**src/hdl/pcoe_pkg.sv**
```systemverilog
// Shared types and constants for the piecewise cubic offset evaluator.
package pcoe_pkg;

  localparam int unsigned SEGMENTS_DEF = 16;

  localparam int unsigned SEG_IDX_W = 4;
  localparam int unsigned POS_W     = 32;
  localparam int unsigned COEF_W    = 48;
  localparam int unsigned CNT_W     = 5;
  localparam int unsigned RES_W     = 32;

  localparam int unsigned IN_DATA_W  = 264;
  localparam int unsigned IN_USER_W  = 1;
  localparam int unsigned OUT_DATA_W = 40;
  localparam int unsigned OUT_USER_W = 2;

  typedef enum logic {
    REQ_WRITE = 1'b0,
    REQ_QUERY = 1'b1
  } req_e;

  typedef struct packed {
    req_e                     req;
    logic [SEG_IDX_W-1:0]     seg_index;
    logic signed [COEF_W-1:0] coef_a;
    logic signed [COEF_W-1:0] coef_b;
    logic signed [COEF_W-1:0] coef_c;
    logic signed [COEF_W-1:0] coef_d;
    logic [POS_W-1:0]         query_pos;
  } item_t;

  typedef struct packed {
    logic signed [COEF_W-1:0] a;
    logic signed [COEF_W-1:0] b;
    logic signed [COEF_W-1:0] c;
    logic signed [COEF_W-1:0] d;
  } coefs_t;

  typedef struct packed {
    logic                     found;
    logic [SEG_IDX_W-1:0]     used;
    logic                     sat;
    logic [POS_W-1:0]         ds;
    logic signed [COEF_W-1:0] acc;
    logic signed [COEF_W-1:0] coef_c;
    logic signed [COEF_W-1:0] coef_b;
    logic signed [COEF_W-1:0] coef_a;
  } eval_t;

endpackage

```
**src/hdl/pcoe_search.sv**
```systemverilog
// Segment start table with a registered maximum-search tree over all entries.
module pcoe_search #(
  parameter int unsigned SEGMENTS = pcoe_pkg::SEGMENTS_DEF,
  localparam int unsigned LVL = $clog2(SEGMENTS),
  localparam int unsigned IW  = (LVL > 0) ? LVL : 1,
  localparam int unsigned P   = 1 << LVL
) (
  input  logic                         clk_i,
  input  logic                         rst_ni,
  input  logic                         en_i,
  input  logic                         vld_i,
  input  pcoe_pkg::item_t              item_i,
  input  logic [pcoe_pkg::POS_W-1:0]   start_i,
  input  logic [pcoe_pkg::CNT_W-1:0]   count_i,
  output logic                         vld_o,
  output pcoe_pkg::item_t              item_o,
  output logic                         found_o,
  output logic [IW-1:0]                idx_o,
  output logic [pcoe_pkg::POS_W-1:0]   start_o
);

  typedef struct packed {
    logic                       found;
    logic [pcoe_pkg::POS_W-1:0] start;
    logic [IW-1:0]              idx;
  } node_t;

  logic [pcoe_pkg::POS_W-1:0] start_q [SEGMENTS];
  node_t                      nodes_q [2*P-1];
  logic [LVL:0]               vld_q;
  pcoe_pkg::item_t            pipe_q  [LVL+1];

  // On equal starts the left child, which holds the lower index, is kept.
  function automatic node_t pick(node_t l, node_t r);
    if (r.found && (!l.found || r.start > l.start)) begin
      return r;
    end
    return l;
  endfunction

  always_ff @(posedge clk_i) begin
    if (en_i && vld_i && item_i.req == pcoe_pkg::REQ_WRITE &&
        32'(item_i.seg_index) < 32'(SEGMENTS)) begin
      start_q[IW'(item_i.seg_index)] <= start_i;
    end
  end

  for (genvar g = 0; g < P; g++) begin : g_leaf
    if (g < SEGMENTS) begin : g_used
      always_ff @(posedge clk_i) begin
        if (en_i) begin
          nodes_q[P-1+g].found <= (32'(g) < 32'(count_i)) &&
                                  (start_q[g] <= item_i.query_pos);
          nodes_q[P-1+g].start <= start_q[g];
          nodes_q[P-1+g].idx   <= IW'(g);
        end
      end
    end else begin : g_pad
      always_ff @(posedge clk_i) begin
        if (en_i) begin
          nodes_q[P-1+g] <= '0;
        end
      end
    end
  end

  for (genvar g = 0; g < P - 1; g++) begin : g_node
    always_ff @(posedge clk_i) begin
      if (en_i) begin
        nodes_q[g] <= pick(nodes_q[2*g+1], nodes_q[2*g+2]);
      end
    end
  end

  always_ff @(posedge clk_i or negedge rst_ni) begin
    if (!rst_ni) begin
      vld_q <= '0;
    end else if (en_i) begin
      vld_q[0] <= vld_i;
      for (int k = 1; k <= LVL; k++) begin
        vld_q[k] <= vld_q[k-1];
      end
    end
  end

  always_ff @(posedge clk_i) begin
    if (en_i) begin
      pipe_q[0] <= item_i;
      for (int k = 1; k <= LVL; k++) begin
        pipe_q[k] <= pipe_q[k-1];
      end
    end
  end

  assign vld_o   = vld_q[LVL];
  assign item_o  = pipe_q[LVL];
  assign found_o = nodes_q[0].found;
  assign idx_o   = nodes_q[0].idx;
  assign start_o = nodes_q[0].start;

endmodule

```
**config.mk**
```make
export PLATFORM = sky130hd
export DESIGN_NAME = pcoe_search
export DESIGN_NICKNAME = d
export VERILOG_FILES = /design/src/hdl/pcoe_pkg.sv /design/src/hdl/pcoe_search.sv
export SDC_FILE = /design/constraint.sdc
export NUM_CORES = 2
export LEC_CHECK = 0
export BUFFER_PORTS_ARGS = -buffer_cell sky130_fd_sc_hd__buf_2
export CORE_MARGIN = 5
export CORE_UTILIZATION = 62
export CTS_BUF_LIST = sky130_fd_sc_hd__clkbuf_8
export CTS_CLUSTER_SIZE = 30
export DETAILED_ROUTE_END_ITERATION = 10
export PLACE_DENSITY = 0.8
export SLEW_MARGIN = 5
export SYNTH_ARGS = -nofsm -noshare
export SYNTH_HDL_FRONTEND = slang
export SYNTH_SLANG_ARGS = --single-unit
```
**constraint.sdc**
```tcl
create_clock -name clk_i -period 3.5 [get_ports clk_i]
set_clock_uncertainty 0.15 [all_clocks]
set_input_delay 0.175 -clock clk_i [delete_from_list [all_inputs] [get_ports clk_i]]
set_output_delay 0.175 -clock clk_i [all_outputs]
set_load 0.01 [all_outputs]
```
# Word level (Yosys, flattened, before mapping)
# Memory sizes are Yosys's and may differ from the RTL's.
# Index checks and enable logic that the tools add are counted.
# Widths: inputs -> output; s select.
# op_classes
order_cmp,47
n_mux,79
bitwise_logic,1
reduce_logical,63
# op_table
operator,count
$mux 37,45
$le 32x32->1,16
$gt 32x32->1,15
$lt 4x5->1 const A,8
$mux 1,34
$logic_and 1x1->1,33
$lt 3x5->1 const A,4
$logic_not 1->1,15
$logic_or 1x1->1,15
$lt 1x5->1 const A,2
$lt 2x5->1 const A,2
$not 1->1,1
# word_totals
register_bits,5
ramBits,2804
input_bits,270
out_inout_bits,267
elab_cells,194
n_memories,3
# memory_table
memory,words,width,rd,rd_clocked_by_memory_dff,wr,line_no,source
nodes_q,31,37,31,0,31,pcoe_search.sv:29,node_t nodes_q [2*P-1];
pipe_q,5,229,5,0,5,pcoe_search.sv:31,pcoe_pkg::item_t pipe_q [LVL+1];
start_q,16,32,16,0,1,pcoe_search.sv:28,logic [pcoe_pkg::POS_W-1:0] start_q [SEGMENTS];

# Depth between registers and ports, before layout
# An unclocked memory read counts as a cell.
# depth
ltp_word,8
depth_mapped,10
ltp_nobuf,9

# Worst setup path before layout
# No wires, ideal clock.
# synth_path
path_kind,input to register
startpoint,input port item_i[226] (netlist name)
endpoint,memory start_q[0][0] (netlist name) (enable)
setup_time_ps,461
arrival_time_ps,2986
t_required_ps,2889
setup_slack_ps,-97
cell_stages,2
n_path_buf,0
cell_sequence,or4_1 > nor3_1
# synth_lines
element,line_no,source
start: declaration,pcoe_search.sv:12,"input pcoe_pkg::item_t item_i,"
end: declaration,pcoe_search.sv:28,
# No word-level cell before the write port.

==> out/metrics.csv <==
stage;metric;value;unit
run_status;status;finished, violations left;
run_status;failing checks;negative setup slack;
clock_tree;H-tree levels;5;
logic_synthesis;sequential-to-total area share from yosys stat;71.4;%
routing;DR vias;64306;
clock_tree;CTS Buf Count;433;
logic_synthesis;main flop type after synthesis;edfxtp_1;
pwr;Peak VDD IR;421;uV
setup_path;Cell Chain, Critical Path;ha_1 -> nand4_1 -> nor4_2 -> buf_4 -> o211ai_1 -> a31oi_1 -> nor2_2 -> inv_2 -> buf_12 -> mux2_2;
pwr;P per Cell Area;522;nW/um2
place;IO Port Bufs;536;
global_route;first-pass GRT wire length;410000;um
clock_tree;Clock Root Buffer;clkbuf_8;
setup_path;cells on worst reg2reg path;10;
place;dpl hpwl;187000;um
setup_path;CP required;4.16;ns
timing;fin crit share;101;%
setup_path;Arr. time, crit path;4.19;ns
clock_tree;Clock Sinks;2711;
layout;Area Growth Syn to Fin;16.4;%
clock_tree;Clk Latency, worst-skew pair;1.11;ns
hold_path;hold path cells;2;
routing;DRT Pass-1 Iters;6;
place;routability cong.;0.924;
logic_synthesis;Avg Inst Size Synth;16.8;um2
timing;Worst-Margin Slew;1.25;ns
routing;WL final;281000;um
setup_path;critical path class;flop to flop;
timing;setup ws final;-0.0324;ns
pwr;overall power;0.0693;W
clock_tree;CTS tree;built;
routing;DRC Markers;0;
die;die height;439;um
setup_path;critical path's largest stage delay;0.54;ns
timing;Rel. slew slack;16.1;%
die;Starting Density;62.3;%
place;placed inst area;119000;um2
logic_synthesis;synth cell count leaders;2706 x edfxtp_1, 992 x ha_1, 552 x inv_1, 393 x mux2_2, 354 x a21oi_1;
logic_synthesis;#FFs+latches synth;2711;
setup_path;Crit. End Element;flop;
layout;Nets;9422;
timing;Final min period;3.53;ns
timing;worst hold slack;0.109;ns
logic_synthesis;Syn Nets;8051;
layout;post-layout instance area;133000;um2
routing;vias per cell;5.87;
routing;Avg WL per Cell;25.6;um
logic_synthesis;post-synth cell types;76;
logic_synthesis;number of flops mapped to enable cells by yosys;2706;
routing;initial drt markers;6421;
logic_synthesis;top cells by area, synth;edfxtp_1 71%, ha_1 11%, mux2_2 3.9%;
logic_synthesis;area leader, netlist;edfxtp_1;
logic_synthesis;Gate Count Post-Synth;6789;
setup_path;Startpoint Class;flop;
global_route;all-layer global routing usage;28.8;%
logic_synthesis;Post-synth ARST share;0.184;%
pwr;P_leak;52.1;nW
logic_synthesis;Cell Area, Synth;114000;um2
timing;fin. max-slew vios;0;
global_route;GRT overflow;0;
setup_path;CP max stage cell;nor4_2;
layout;fillcell total;10955;
setup_path;R2R Setup Slk;-0.03;ns
die;I/O pin count;537;
setup_path;CP Max Fanout;17;
timing;final hold viol count;0;
hold_path;Hold Path Class;primary input to flop;
clock_tree;clk slew on worst S/H paths;0.06;ns
layout;share of cells above drive strength 1;20.6;%
logic_synthesis;Yosys Warn Count;0;
global_route;largest net degree at the start of global routing;188;
die;Core Region;183000;um2
global_route;initial antenna violation count;16;
run;max-cap violations;0;
timing;setup violators final;16;
timing;f_max;283;MHz
logic_synthesis;count leader, synth;edfxtp_1;
routing;post-route ant nets;0;
global_route;vias in the first global route;66125;
die;die width;439;um
die;row count;157;
logic_synthesis;top-area cell type share of the netlist area;71.3;%
timing;setup TNS;-0.251;ns
clock_tree;Max Buffers Root-to-Sink;4;
die;total die area;192000;um2
critical path, delay by kind of cell (launching register included):
| kind | cells | cell delay (ns) |
|---|---|---|
| simple gates | 3 | 1.02 |
| mux | 1 | 0.36 |
| buf+inv | 3 | 0.50 |
| compound gates | 2 | 0.36 |
| fa+ha+maj | 1 | 0.36 |
| flops | 1 | 0.51 |
power by group:
group / internal [W] / leakage, nW / total, W / switching, W
Sequential: 0.0377 / 26.1 / 0.0386 / 0.000883
Clock: 0.0125 / 4.36 / 0.0249 / 0.0123
Combinational: 0.00250 / 21.6 / 0.00577 / 0.00327
layout by cell type, fill, tap and decap left out, drive strengths merged, types with 8 or more instances in the layout:
cell type,instances
edfxtp,2706
ha,992
buf,703
inv,669
dlygate4sd3,558
mux2,463
clkbuf,440
a21oi,355
nand2,185
nand4,184
clkinv,177
nor2,138
a21o,115
o21ai,109
nand3,86
nor2b,57
o211ai,51
nor3,46
a221o,39
a211oi,39
and2,34
nor4,32
and4,27
or2,21
diode,19
nand2b,19
o21a,19
or3,17
a31oi,17
and3,15
or4,13
clkinvlp,13
bufinv,12
o31ai,10
a22oi,9
o21bai,9
a41oi,9
a221oi,8
a21boi,8
timing repair:
item	CTS	global route
hold endpoints to repair	2529	0
setup endpoints to repair	0	64
hold buffers	559	0
gates resized for setup	0	6
buffers inserted	0	0
flip-flops by register name, indices dropped and copies added, names as in the netlist:
signal	count
nodes_q	1049
start_q	512
pipe_q	1145
vld_q	5
cells by family after synthesis:
group,count (synthesis),share of synthesized area (%)
flip-flops,2711,71.4
AND/OR/NAND/NOR,880,4.07
AO/OA/AOI/OAI,859,4.85
multiplexers,467,4.80
adder cells (fa/ha/maj),992,10.9
buffers and inverters,880,3.94
area by class of cell:
cell class / count / area [um2] / share of cell area [%]
antenna: 19 / 47.5 / 0.0358
tap: 2464 / 3080 / 2.32
timing repair buffer: 1261 / 10000 / 7.55
inverter: 555 / 2080 / 1.57
clock buffer: 440 / 6060 / 4.57
multi-input combinational: 3198 / 28300 / 21.4
clock inverter: 316 / 1660 / 1.25
sequential: 2711 / 81400 / 61.4
per-layer routing:
metal	vias up	track usage (%)	routed length [um]	part of all wire, %
met1	31835	36.9	107000	38
li1	28811	-	-	-
met5	-	0	27	0.0096
met3	671	5.34	22200	7.9
met4	4	13.5	14300	5.1
met2	2985	48.2	137000	49
stage by stage:
step	setup slack (ns)	instances	utilization, %
floorplan	0.147	6789	-
global placement	0.112	9630	65.2
detailed placement	0.0371	9630	65.2
CTS	0.0373	10945	72.5
global route	-0.0418	10958	72.5
finish	-0.0324	10964	72.5
worst paths after layout:
path / endpoint / from
max: nodes_q[0][106] / nodes_q[0][244]
min: pipe_q[0][0] / item_i[0]
max reg2reg: nodes_q[0][106] / nodes_q[0][244]
min reg2reg: pipe_q[0][603] / pipe_q[0][374]
max in group asynchronous: vld_q[4] / rst_ni
min in group asynchronous: vld_q[1] / rst_ni
Power figures use the tool's default switching activity.
